## src/hw/rtl/cdc_pkg.sv

```systemverilog
package cdc_pkg;

  localparam int unsigned ADD_WIDTH  = 16;
  localparam int unsigned YEAR_WIDTH = 12;
  localparam int unsigned CMP_WIDTH  = (ADD_WIDTH > 9) ? ADD_WIDTH : 9;

  localparam logic [YEAR_WIDTH-1:0] YEAR_MAX = {YEAR_WIDTH{1'b1}};
  localparam logic [YEAR_WIDTH-1:0] YEAR_LO  = YEAR_WIDTH'(1900);
  localparam logic [YEAR_WIDTH-1:0] YEAR_HI  = YEAR_WIDTH'(2100);

  localparam logic [3:0] MONTH_JAN = 4'd1;
  localparam logic [3:0] MONTH_FEB = 4'd2;
  localparam logic [3:0] MONTH_DEC = 4'd12;
  localparam logic [4:0] DAY_FIRST = 5'd1;
  localparam logic [4:0] DAY_LAST  = 5'd31;

  localparam logic REQ_SET = 1'b0;
  localparam logic REQ_ADD = 1'b1;

  typedef struct packed {
    logic                  req_type;
    logic [3:0]            set_month;
    logic [4:0]            set_day;
    logic [YEAR_WIDTH-1:0] set_year;
    logic [ADD_WIDTH-1:0]  add_days;
  } req_t;

  typedef struct packed {
    logic [3:0]            prev_month;
    logic [4:0]            prev_day;
    logic [YEAR_WIDTH-1:0] prev_year;
    logic [3:0]            cur_month;
    logic [4:0]            cur_day;
    logic [YEAR_WIDTH-1:0] cur_year;
    logic                  year_overflow;
  } res_t;

  typedef struct packed {
    logic load;
    logic fix_day;
    logic step;
    logic out_load;
  } cmd_t;

  typedef struct packed {
    logic is_add;
    logic rem_zero;
    logic year_inc;
  } stat_t;

  typedef enum logic [2:0] {
    ST_IDLE,
    ST_LEAP,
    ST_FIX,
    ST_STEP,
    ST_DONE
  } state_e;

  // Inverse of an odd number modulo 2^YEAR_WIDTH, by Newton iteration.
  function automatic logic [YEAR_WIDTH-1:0] odd_inverse(input longint unsigned a);
    longint unsigned x;
    x = a;
    for (int i = 0; i < 6; i++) begin
      x = (x * (64'd2 - a * x)) & 64'h0000_0000_FFFF_FFFF;
    end
    return x[YEAR_WIDTH-1:0];
  endfunction

  localparam logic [YEAR_WIDTH-1:0] INV25     = odd_inverse(64'd25);
  localparam logic [YEAR_WIDTH-1:0] DIV25_LIM = YEAR_WIDTH'(((1 << YEAR_WIDTH) - 1) / 25);

  function automatic logic [4:0] month_length(input logic [3:0] month, input logic leap);
    logic [4:0] len;
    unique case (month)
      4'd2:                     len = leap ? 5'd29 : 5'd28;
      4'd4, 4'd6, 4'd9, 4'd11:  len = 5'd30;
      default:                  len = 5'd31;
    endcase
    return len;
  endfunction

endpackage

```

## src/hw/rtl/cdc_ctrl.sv

```systemverilog
module cdc_ctrl
  import cdc_pkg::*;
(
  input  logic  clk_i,
  input  logic  rst_ni,
  input  logic  in_valid_i,
  output logic  in_stall_o,
  output logic  out_valid_o,
  input  logic  out_stall_i,
  input  stat_t stat_i,
  output cmd_t  cmd_o
);

  state_e state_q, state_d;
  logic   out_valid_q, out_valid_d;

  always_ff @(posedge clk_i or negedge rst_ni) begin
    if (!rst_ni) begin
      state_q     <= ST_IDLE;
      out_valid_q <= 1'b0;
    end else begin
      state_q     <= state_d;
      out_valid_q <= out_valid_d;
    end
  end

  always_comb begin
    state_d = state_q;
    cmd_o   = '0;
    unique case (state_q)
      ST_IDLE: begin
        if (in_valid_i) begin
          cmd_o.load = 1'b1;
          state_d    = ST_LEAP;
        end
      end
      ST_LEAP: begin
        state_d = stat_i.is_add ? ST_STEP : ST_FIX;
      end
      ST_FIX: begin
        cmd_o.fix_day = 1'b1;
        state_d       = ST_DONE;
      end
      ST_STEP: begin
        if (stat_i.rem_zero) begin
          state_d = ST_DONE;
        end else begin
          cmd_o.step = 1'b1;
          if (stat_i.year_inc) begin
            state_d = ST_LEAP;
          end
        end
      end
      ST_DONE: begin
        if (!out_valid_q || !out_stall_i) begin
          cmd_o.out_load = 1'b1;
          state_d        = ST_IDLE;
        end
      end
      default: state_d = ST_IDLE;
    endcase
  end

  assign out_valid_d = cmd_o.out_load | (out_valid_q & out_stall_i);
  assign in_stall_o  = (state_q != ST_IDLE);
  assign out_valid_o = out_valid_q;

endmodule

```

## src/hw/rtl/cdc_dpath.sv

```systemverilog
module cdc_dpath
  import cdc_pkg::*;
(
  input  logic  clk_i,
  input  logic  rst_ni,
  input  req_t  req_i,
  input  cmd_t  cmd_i,
  output stat_t stat_o,
  output res_t  res_o
);

  logic [3:0]            month_q, month_d;
  logic [4:0]            day_q, day_d;
  logic [YEAR_WIDTH-1:0] year_q, year_d;
  logic                  leap_q, leap_d;
  logic [ADD_WIDTH-1:0]  rem_q, rem_d;
  logic                  is_add_q, is_add_d;
  logic                  ovf_q, ovf_d;
  logic [3:0]            prev_month_q;
  logic [4:0]            prev_day_q;
  logic [YEAR_WIDTH-1:0] prev_year_q;
  res_t                  res_q;

  logic [YEAR_WIDTH-1:0] prod;
  logic                  div25;
  logic [4:0]            len;
  logic [4:0]            left;
  logic [CMP_WIDTH-1:0]  rem_x, ylen_x, left_x, left1_x;
  logic                  year_jump;
  logic                  fits_month;
  logic [YEAR_WIDTH-1:0] year_inc;

  // A year is divisible by 25 exactly when its product with the modular inverse
  // of 25 stays at or below the largest multiple's quotient.
  assign prod   = year_q * INV25;
  assign div25  = (prod <= DIV25_LIM);
  assign leap_d = (year_q[1:0] == 2'b00) && (!div25 || (year_q[3:0] == 4'b0000));

  assign len      = month_length(month_q, leap_q);
  assign left     = len - day_q;
  assign rem_x    = CMP_WIDTH'(rem_q);
  assign ylen_x   = leap_q ? CMP_WIDTH'(366) : CMP_WIDTH'(365);
  assign left_x   = CMP_WIDTH'(left);
  assign left1_x  = left_x + CMP_WIDTH'(1);
  assign year_inc = year_q + YEAR_WIDTH'(1);

  assign year_jump  = (month_q == MONTH_JAN) && (day_q == DAY_FIRST) &&
                      (year_q != YEAR_MAX) && (rem_x >= ylen_x);
  assign fits_month = (rem_x <= left_x);

  assign stat_o.is_add   = is_add_q;
  assign stat_o.rem_zero = (rem_q == '0);
  assign stat_o.year_inc = year_jump ||
                           (!fits_month && (month_q >= MONTH_DEC) && (year_q != YEAR_MAX));

  always_comb begin
    month_d  = month_q;
    day_d    = day_q;
    year_d   = year_q;
    rem_d    = rem_q;
    is_add_d = is_add_q;
    ovf_d    = ovf_q;
    priority if (cmd_i.load) begin
      is_add_d = req_i.req_type;
      rem_d    = req_i.add_days;
      ovf_d    = 1'b0;
      if (req_i.req_type == REQ_SET) begin
        month_d = ((req_i.set_month >= MONTH_JAN) && (req_i.set_month <= MONTH_DEC)) ?
                  req_i.set_month : MONTH_JAN;
        year_d  = ((req_i.set_year >= YEAR_LO) && (req_i.set_year <= YEAR_HI)) ?
                  req_i.set_year : YEAR_LO;
        day_d   = req_i.set_day;
      end
    end else if (cmd_i.fix_day) begin
      day_d = ((day_q >= DAY_FIRST) && (day_q <= len)) ? day_q : DAY_FIRST;
    end else if (cmd_i.step) begin
      priority if (year_jump) begin
        rem_d  = ADD_WIDTH'(rem_x - ylen_x);
        year_d = year_inc;
      end else if (fits_month) begin
        day_d = day_q + rem_q[4:0];
        rem_d = '0;
      end else if (month_q >= MONTH_DEC) begin
        if (year_q == YEAR_MAX) begin
          day_d   = DAY_LAST;
          month_d = MONTH_DEC;
          ovf_d   = 1'b1;
          rem_d   = '0;
        end else begin
          rem_d   = ADD_WIDTH'(rem_x - left1_x);
          day_d   = DAY_FIRST;
          month_d = MONTH_JAN;
          year_d  = year_inc;
        end
      end else begin
        rem_d   = ADD_WIDTH'(rem_x - left1_x);
        day_d   = DAY_FIRST;
        month_d = month_q + 4'd1;
      end
    end else begin
    end
  end

  always_ff @(posedge clk_i or negedge rst_ni) begin
    if (!rst_ni) begin
      month_q  <= MONTH_JAN;
      day_q    <= DAY_FIRST;
      year_q   <= YEAR_LO;
      leap_q   <= 1'b0;
      rem_q    <= '0;
      is_add_q <= 1'b0;
      ovf_q    <= 1'b0;
    end else begin
      month_q  <= month_d;
      day_q    <= day_d;
      year_q   <= year_d;
      leap_q   <= leap_d;
      rem_q    <= rem_d;
      is_add_q <= is_add_d;
      ovf_q    <= ovf_d;
    end
  end

  always_ff @(posedge clk_i) begin
    if (cmd_i.load) begin
      prev_month_q <= month_q;
      prev_day_q   <= day_q;
      prev_year_q  <= year_q;
    end
    if (cmd_i.out_load) begin
      res_q.prev_month    <= prev_month_q;
      res_q.prev_day      <= prev_day_q;
      res_q.prev_year     <= prev_year_q;
      res_q.cur_month     <= month_q;
      res_q.cur_day       <= day_q;
      res_q.cur_year      <= year_q;
      res_q.year_overflow <= ovf_q;
    end
  end

  assign res_o = res_q;

endmodule

```

## src/hw/rtl/calendar_date_counter.sv

```systemverilog
// Channel  Direction  Handshake                  Payload
// in       input      in_valid_i / in_stall_o    in_req_i  (req_t)
// out      output     out_valid_o / out_stall_i  out_res_o (res_t)
//
// One item is worked on at a time. A set runs the leap-year test and the day fix;
// an add runs the leap-year test, then steps (finish inside the month, move to the
// next month, skip a whole year, or stop at the year cap), with the leap-year test
// again after each change of year. Reset loads 1 Jan 1900. A stalled result keeps
// its register, and the next item may be accepted while it waits.
module calendar_date_counter
  import cdc_pkg::*;
(
  input  logic clk_i,
  input  logic rst_ni,
  input  logic in_valid_i,
  output logic in_stall_o,
  input  req_t in_req_i,
  output logic out_valid_o,
  input  logic out_stall_i,
  output res_t out_res_o
);

  cmd_t  cmd;
  stat_t stat;

  cdc_ctrl u_ctrl (
    .clk_i       (clk_i),
    .rst_ni      (rst_ni),
    .in_valid_i  (in_valid_i),
    .in_stall_o  (in_stall_o),
    .out_valid_o (out_valid_o),
    .out_stall_i (out_stall_i),
    .stat_i      (stat),
    .cmd_o       (cmd)
  );

  cdc_dpath u_dpath (
    .clk_i  (clk_i),
    .rst_ni (rst_ni),
    .req_i  (in_req_i),
    .cmd_i  (cmd),
    .stat_o (stat),
    .res_o  (out_res_o)
  );

endmodule

```

## config.mk

```make
export PLATFORM = sky130hd
export DESIGN_NAME = calendar_date_counter
export DESIGN_NICKNAME = d
export VERILOG_FILES = /design/src/hw/rtl/cdc_pkg.sv /design/src/hw/rtl/cdc_ctrl.sv /design/src/hw/rtl/cdc_dpath.sv /design/src/hw/rtl/calendar_date_counter.sv
export SDC_FILE = /design/constraint.sdc
export NUM_CORES = 1
export LEC_CHECK = 0
export BUFFER_PORTS_ARGS = -buffer_cell sky130_fd_sc_hd__buf_4
export CORE_UTILIZATION = 60
export DETAILED_ROUTE_END_ITERATION = 6
export PLACE_DENSITY = 0.87
export SKIP_CTS_REPAIR_TIMING = 1
export SLEW_MARGIN = 20
export SYNTH_ARGS = -nofsm -noshare
export SYNTH_HDL_FRONTEND = slang
export SYNTH_SLANG_ARGS = --single-unit
```

## constraint.sdc

```tcl
create_clock -name clk_i -period 6.3 [get_ports clk_i]
set_input_delay 0.315 -clock clk_i [delete_from_list [all_inputs] [get_ports clk_i]]
set_output_delay 0.315 -clock clk_i [all_outputs]
set_load 0.005 [all_outputs]
```

# ---- Word level (Yosys, flattened, before mapping)
# Cells that the tools add are included.
dict set report classes {
  n_mux 57
  eq_ne 24
  n_addsub 7
  n_bitwise 2
  n_reduce_logical 33
  n_lt_le_gt_ge 10
  mul 1
}
# op n
set ops {}
lappend ops {{16-bit 2-to-1 mux} 7}
lappend ops {{12-bit 2-to-1 mux} 9}
lappend ops {{5-bit 2-to-1 mux} 9}
lappend ops {{4-bit 2-to-1 mux} 9}
lappend ops {{16-bit subtractor} 2}
lappend ops {{16-bit >= comparator} 1}
lappend ops {{16-bit by 5-bit less-or-equal comparator with 1-bit output} 1}
lappend ops {{16-bit zero test} 1}
lappend ops {{1-bit 2-to-1 mux} 16}
lappend ops {{3-bit one-hot mux with 5 select lines} 1}
lappend ops {{12-bit by 1-bit adder with 12-bit output (second input constant)} 1}
lappend ops {{12-bit == test (second input constant)} 1}
lappend ops {{12-bit by 11-bit >= comparator with 1-bit output (second input constant)} 1}
lappend ops {{12-bit less-or-equal comparator (second input constant)} 1}
lappend ops {{12-bit by 8-bit less-or-equal comparator with 1-bit output (second input constant)} 1}
lappend ops {{12-bit by 11-bit multiplier with 12-bit output (second input constant)} 1}
lappend ops {{3-bit 2-to-1 mux} 4}
lappend ops {{12-bit != test (second input constant)} 1}
lappend ops {{6-bit AND reduction} 2}
lappend ops {{5-bit one-hot mux with 2 select lines} 1}
lappend ops {{1-bit logical AND} 9}
lappend ops {{3-bit != test (second input constant)} 3}
lappend ops {{3-bit nonzero test} 3}
lappend ops {{4-bit by 3-bit == test with 1-bit output (second input constant)} 2}
lappend ops {{33 further kinds} 47}
dict set report totals {
  word_cells 153
  reg_bits 108
  input_bits 42
  output_inout_bits 45
}

# ---- Logic depth before layout (Yosys ltp)
dict set report depth {
  depth_word 13
  mapped_depth 20
  depth_no_buf 19
}

# ---- By module
# A second synthesis with hierarchy kept.
dict set report unflattened {
  cells_unflattened 615
  area_unflattened_um2 6521.3
}
# mod area_per_inst_um2 instances seq_area_each_um2 cells_per_inst
set by_module_without_submodules {}
lappend by_module_without_submodules {cdc_dpath 6311.1 1 2934.1 591}
lappend by_module_without_submodules {cdc_ctrl 210.2 1 100.1 24}

# ---- Least setup slack after synthesis
# Ideal clock, no wire load.
dict set report synth_path {
  path_kind {flip-flop to flip-flop}
  startpoint {register u_dpath.month_q[0]}
  endpoint {register u_dpath.rem_q[15]}
  t_arrival_ns 3.915
  setup_time_ns 0.131
  path_stages_with_launch 19
  path_buffers 0
  slack_ns 2.254
  path_cell_list {dfstp_2 inv_1 ha_1 o21ai_0 o21ai_0 o21a_1 ha_1 fa_1 inv_1 ha_1 inv_1 ha_1 nor2b_1 o31a_1 o31a_1 nor4_1 xor2_1 a221oi_1 nor3_1}
}
dict set report synth_between {
  elab_chain_len 13
}
# element line_no
set synth_rtl {}
lappend synth_rtl {{start, declared} cdc_dpath.sv:12} ;# logic [3:0] month_q, month_d;
lappend synth_rtl {{start signal, assigned} cdc_dpath.sv:114} ;# month_q <= month_d;
lappend synth_rtl {{4-bit by 3-bit == test with 1-bit output or 4-bit == test (tied branches)} cdc_pkg.sv:74} ;# unique case (month)
lappend synth_rtl {{4-bit OR reduction} cdc_pkg.sv:74}
lappend synth_rtl {{5-bit one-hot mux with 2 select lines} cdc_pkg.sv:74}
lappend synth_rtl {{5-bit subtractor} cdc_dpath.sv:40} ;# assign left = len - day_q;
lappend synth_rtl {{5-bit by 1-bit adder with 6-bit output} cdc_dpath.sv:44} ;# assign left1_x = left_x + CMP_WIDTH'(1);
lappend synth_rtl {{16-bit subtractor} {cdc_dpath.sv:90, cdc_dpath.sv:96}}
lappend synth_rtl {{16-bit 2-to-1 mux} cdc_dpath.sv:84} ;# if (year_q == YEAR_MAX) begin
lappend synth_rtl {{16-bit 2-to-1 mux} cdc_dpath.sv:83} ;# end else if (month_q >= MONTH_DEC) begin
lappend synth_rtl {{16-bit 2-to-1 mux} cdc_dpath.sv:80} ;# end else if (fits_month) begin
lappend synth_rtl {{16-bit 2-to-1 mux (*)} cdc_dpath.sv:77} ;# priority if (year_jump) begin
lappend synth_rtl {{16-bit 2-to-1 mux (*)} cdc_dpath.sv:76} ;# end else if (cmd_i.step) begin
lappend synth_rtl {{16-bit 2-to-1 mux (*)} cdc_dpath.sv:74} ;# end else if (cmd_i.fix_day) begin
lappend synth_rtl {{16-bit 2-to-1 mux (*)} cdc_dpath.sv:63} ;# priority if (cmd_i.load) begin
lappend synth_rtl {{end signal, assigned} cdc_dpath.sv:118} ;# rem_q <= rem_d;
lappend synth_rtl {{end, declared} cdc_dpath.sv:16} ;# logic [ADD_WIDTH-1:0] rem_q, rem_d;
# Every way passes the cells marked *; elsewhere a longest branch is shown, timed or not. The select of a mux whose other input is x is not followed.
# A chain may end at the register's enable or synchronous reset.

# ---- Worst setup path after layout
dict set report layout_path {
  startpoint {register u_dpath.month_q[0]}
  endpoint {register u_dpath.year_q[1]}
}
dict set report layout_between {
  elab_chain_len 8
}
# element line_no
set layout_rtl {}
lappend layout_rtl {{parallel branches: the longest is 8 deep, another holds 16-bit by 5-bit less-or-equal comparator with 1-bit output} --}
lappend layout_rtl {{end signal, assigned} cdc_dpath.sv:116} ;# year_q <= year_d;
lappend layout_rtl {{end, declared} cdc_dpath.sv:14} ;# logic [YEAR_WIDTH-1:0] year_q, year_d;
# Several ways; the timed one is not identified. The select of a mux whose other input is x is not followed.

==> results.txt <==
----------------------------------------------------
[Logic synthesis]
  Compound-gate portion of the synthesized area ... 0.174
  Syn Std Cell Area ... 6810 um^2
  Sequential share of the synthesized area ... 0.446
  Leading area contributor after synthesis ... sky130_fd_sc_hd__edfxtp_1
  Number of enable-type register cells in the synthesized netlist ... between 60 and 70
  Share of synthesized cell area in full adder, half adder and majority cells ... 0.118
  Total of warnings raised by yosys ... 0
  Synth top area cells ... sky130_fd_sc_hd__edfxtp_1 28%, sky130_fd_sc_hd__dfrtp_1 13%, sky130_fd_sc_hd__ha_1 8.8%, sky130_fd_sc_hd__dfstp_2 3.5%, sky130_fd_sc_hd__fa_1 2.9%
  FFs w/ async S/R, synth ... 0.407
  Mux contribution to synthesized area ... 0.0127
  Most common flop cell mapped by yosys ... sky130_fd_sc_hd__edfxtp_1
  Largest family of logic cells by synthesized area ... compound AO/OA/AOI/OAI gates
  Simple-Gate Fraction of Synth Area ... 0.151
  Post-synth top area share ... 0.282
  XOR/XNOR share of the synthesized area ... 0.0463
  Distinct cell type count after synthesis ... 75
  Mapped Nets ... between 700 and 800
  #FFs+latches synth ... between 100 and 150
  Post-Synthesis Cells ... about 650
  Avg Cell Area, Syn ... roughly 10 um^2

[STA]
  Minimum setup slack in the final design ... between 1 and 1.5 ns
  Setup repair after global routing missed its margin ... false
  Period minus WS final ... approximately 5 ns
  Final-layout worst hold slack ... between 0.15 and 0.2 ns
  Final setup TNS ... 0 ns
  Share of the cycle needed by the critical path after routing ... 0.792
  Worst slew margin relative to its limit ... 0.292
  Clock Skew ... 0.0159 ns
  Measured slew at the worst slew-check pin ... 1.06 ns
  Setup violation total in the final timing report ... 0
  Hold Fails Final Rpt ... 0
  Top achievable clock speed ... 0.201 GHz
  Fin. max-slew vios ... 0

[Drt]
  Number of design rule violations left after detail routing ... 1
  Final routed wire length divided by cell count ... 19.3 um
  Detailed router's first-iteration violation count ... 579
  Number of antenna-violating nets in the routed design ... 0
  Vias per Instance ... 6.51
  Pre-antenna DRT Iters ... 7
  Count of vias placed by the detailed router ... 5679
  Total detailed-routing wirelength ... 16800 um

[Layout]
  Fillcell total ... 761
  Signed area change from the synthesized netlist to the final layout ... 15.1%
  Ant. Diodes ... 0
  Area of the multi-input gates ... 3420 um^2
  Fin area ... 7830 um^2
  Nets@finish ... roughly 830
  Sequential cell area ... between 3000 and 4000 um^2
  Fraction of layout instances using a drive strength above 1 ... 0.193

[Clocking]
  TritonCTS clock tree ... yes
  Number of buffers added by the clock tree synthesis step ... 9
  Clk Latency, worst-skew pair ... roughly 0.36 ns
  Count of clock tree sinks ... 108
  Maximum level of the CTS H-tree ... 3
  Clock transition at path regs ... 0.09 ns
  Clk buf depth ... 2
  CTS root buffer ... sky130_fd_sc_hd__clkbuf_16

[Worst hold path]
  Class of the tightest hold or removal check ... in2reg

[GRT]
  Largest net degree at the start of global routing ... 57
  Initial antenna violation count ... 0
  Residual overflow from global routing ... 0
  Via count of the first global-routing pass ... approximately 5600
  Wire length of the first global-routing pass ... 27200 um
  Tot GR Track Use ... 0.300

[Place]
  Number of port buffers ... 86
  HPWL Detailed ... 11800 um
  Dpl ws ... 1.46 ns
  DP Area ... approximately 7500 um^2
  Placer congestion estimate ... 0.956

[Floorplanning]
  Die boundary width ... 109 um
  I/O pin cnt ... 87
  Placeable Area ... 10900 um^2
  Starting Density ... 0.622
  Area of the die ... 11800 um^2
  Die height ... roughly 110 um
  Cell Rows ... 38

[Run status]
  Failing checks ... design-rule violations
  Status ... finished with violations

[Worst setup path]
  CP Class ... reg2reg
  CP endpoint kind ... flip-flop
  Required time reported for the critical path endpoint ... about 6.5 ns
  Peak per-stage delay on the critical path ... 0.69 ns
  Worst-path cell with the longest stage delay ... sky130_fd_sc_hd__a221oi_2
  Type of origin of the critical path ... flip-flop
  Cell Chain, Critical Path ... inv_1, ha_1, o21ai_0, o21ai_0, o21a_1, ha_1, fa_1, nand3_1, xor2_1, inv_1, ha_1, nand3b_1, or3_1, nand3_2, a221oi_2, o211ai_1, o21ai_0, a32oi_1
  Maximum net fanout on the critical path ... 11
  Arrival time of the worst setup path ... 5.16 ns

[Run]
  Max-cap violations ... 0

----------------------------------------------------
-- placed cells by master (no fill, tap or decap), drive strengths merged, types with 5 or more instances in the layout --
master   n
nand4    7
nand2   44
nor4    10
xnor2   22
o31ai    7
a21oi   37
nand2b   9
a21o     5
edfxtp  64
a31oi   12
o22ai   11
nor3    26
clkbuf   9
fa      10
o211ai   8
o21a     8
nand3   17
buf     91
dfrtp   35
mux2     5
o21ai   36
inv     55
dfstp    9
xor2    14
or3     10
a221oi  11
ha      48
nand3b   6
nor2    40
-- path summary, 6_finish.rpt --
check,start,to,slack (ns),depth (start not counted)
max reg2reg,u_dpath.month_q[0],u_dpath.year_q[1],1.31,18
min,in_req_i[4],u_dpath.rem_q[4],0.20,3
min in group asynchronous,rst_ni,u_dpath.rem_q[12],0.49,2
min reg2reg,u_dpath.prev_day_q[0],u_dpath.res_o[34],0.42,0
max in group asynchronous,rst_ni,u_dpath.month_q[3],5.40,2
max,u_dpath.month_q[0],u_dpath.year_q[1],1.31,18
-- layer usage --
layer  GRT usage  wire [um]
met5           0          0
met4       0.148        633
met3      0.0542       1470
met2       0.491       8070
met1       0.383       6660
-- through the flow --
stage               instances  utilization
floorplan                 654            -
global placement          855        0.687
detailed placement        855        0.687
CTS                       871        0.715
global route              872        0.716
finish                    872        0.716
-- final cells by class --
cell class | instances | share of cell area
clock buffer | 9 | 0.0288
multi-input combinational | 463 | 0.437
tap | 140 | 0.0224
inverter | 53 | 0.0254
clock inverter | 7 | 0.0102
sequential | 108 | 0.387
timing repair buffer | 92 | 0.0885
-- sequential cells by signal, indices dropped and copies added, names as in the netlist, 3 cells and up --
| name | cells |
|---|---|
| u_dpath.res_o | 43 |
| u_dpath.rem_q | 16 |
| u_dpath.prev_year_q | 12 |
| u_dpath.year_q | 12 |
| u_dpath.day_q | 5 |
| u_dpath.prev_day_q | 5 |
| u_dpath.month_q | 4 |
| u_dpath.prev_month_q | 4 |
| u_ctrl.state_q | 3 |
-- logic make-up (layout without fill, tap and decap cells) --
family | after synthesis | count (layout)
DFF | 108 | 108
and+or+nand+nor | 191 | 191
buffers and inverters | 83 | 161
muxes | 8 | 8
xor gates and xnor gates | 36 | 36
adders and majority gates | 58 | 58
AOI/OAI and AO/OA | 170 | 170
-- critical path: cells and delay by family (launching register included) --
| kind | cells | cell delay, ns |
|---|---|---|
| AO/OA/AOI/OAI | 7 | 2.15 |
| XOR/XNOR | 1 | 0.21 |
| adder cells (fa/ha/maj) | 4 | 1.21 |
| buffers and inverters | 2 | 0.18 |
| flip-flops | 1 | 0.60 |
| AND/OR/NAND/NOR | 4 | 0.45 |
-- synthesized netlist by cell type, types with 5 or more instances --
| master | count |
|---|---|
| sky130_fd_sc_hd__nor3_1 | 23 |
| sky130_fd_sc_hd__o211ai_1 | 8 |
| sky130_fd_sc_hd__o21a_1 | 8 |
| sky130_fd_sc_hd__inv_1 | 52 |
| sky130_fd_sc_hd__nand3_1 | 16 |
| sky130_fd_sc_hd__nor2_1 | 39 |
| sky130_fd_sc_hd__or3_1 | 8 |
| sky130_fd_sc_hd__nand3b_1 | 6 |
| sky130_fd_sc_hd__nand2_1 | 44 |
| sky130_fd_sc_hd__fa_1 | 10 |
| sky130_fd_sc_hd__o21ai_0 | 36 |
| sky130_fd_sc_hd__dfstp_2 | 9 |
| sky130_fd_sc_hd__a21o_1 | 5 |
| sky130_fd_sc_hd__xnor2_1 | 22 |
| sky130_fd_sc_hd__buf_2 | 7 |
| sky130_fd_sc_hd__dfrtp_1 | 35 |
| sky130_fd_sc_hd__nand2b_1 | 9 |
| sky130_fd_sc_hd__clkbuf_1 | 16 |
| sky130_fd_sc_hd__o31ai_1 | 7 |
| sky130_fd_sc_hd__edfxtp_1 | 64 |
| sky130_fd_sc_hd__a221oi_2 | 6 |
| sky130_fd_sc_hd__ha_1 | 48 |
| sky130_fd_sc_hd__a31oi_1 | 12 |
| sky130_fd_sc_hd__nand4_1 | 7 |
| sky130_fd_sc_hd__a21oi_1 | 37 |
| sky130_fd_sc_hd__xor2_1 | 14 |
| sky130_fd_sc_hd__nor4_1 | 9 |
| sky130_fd_sc_hd__o22ai_1 | 11 |
Power is not shown: default switching activity piles up to over one toggle a cycle in this logic, so the estimate is an artifact.
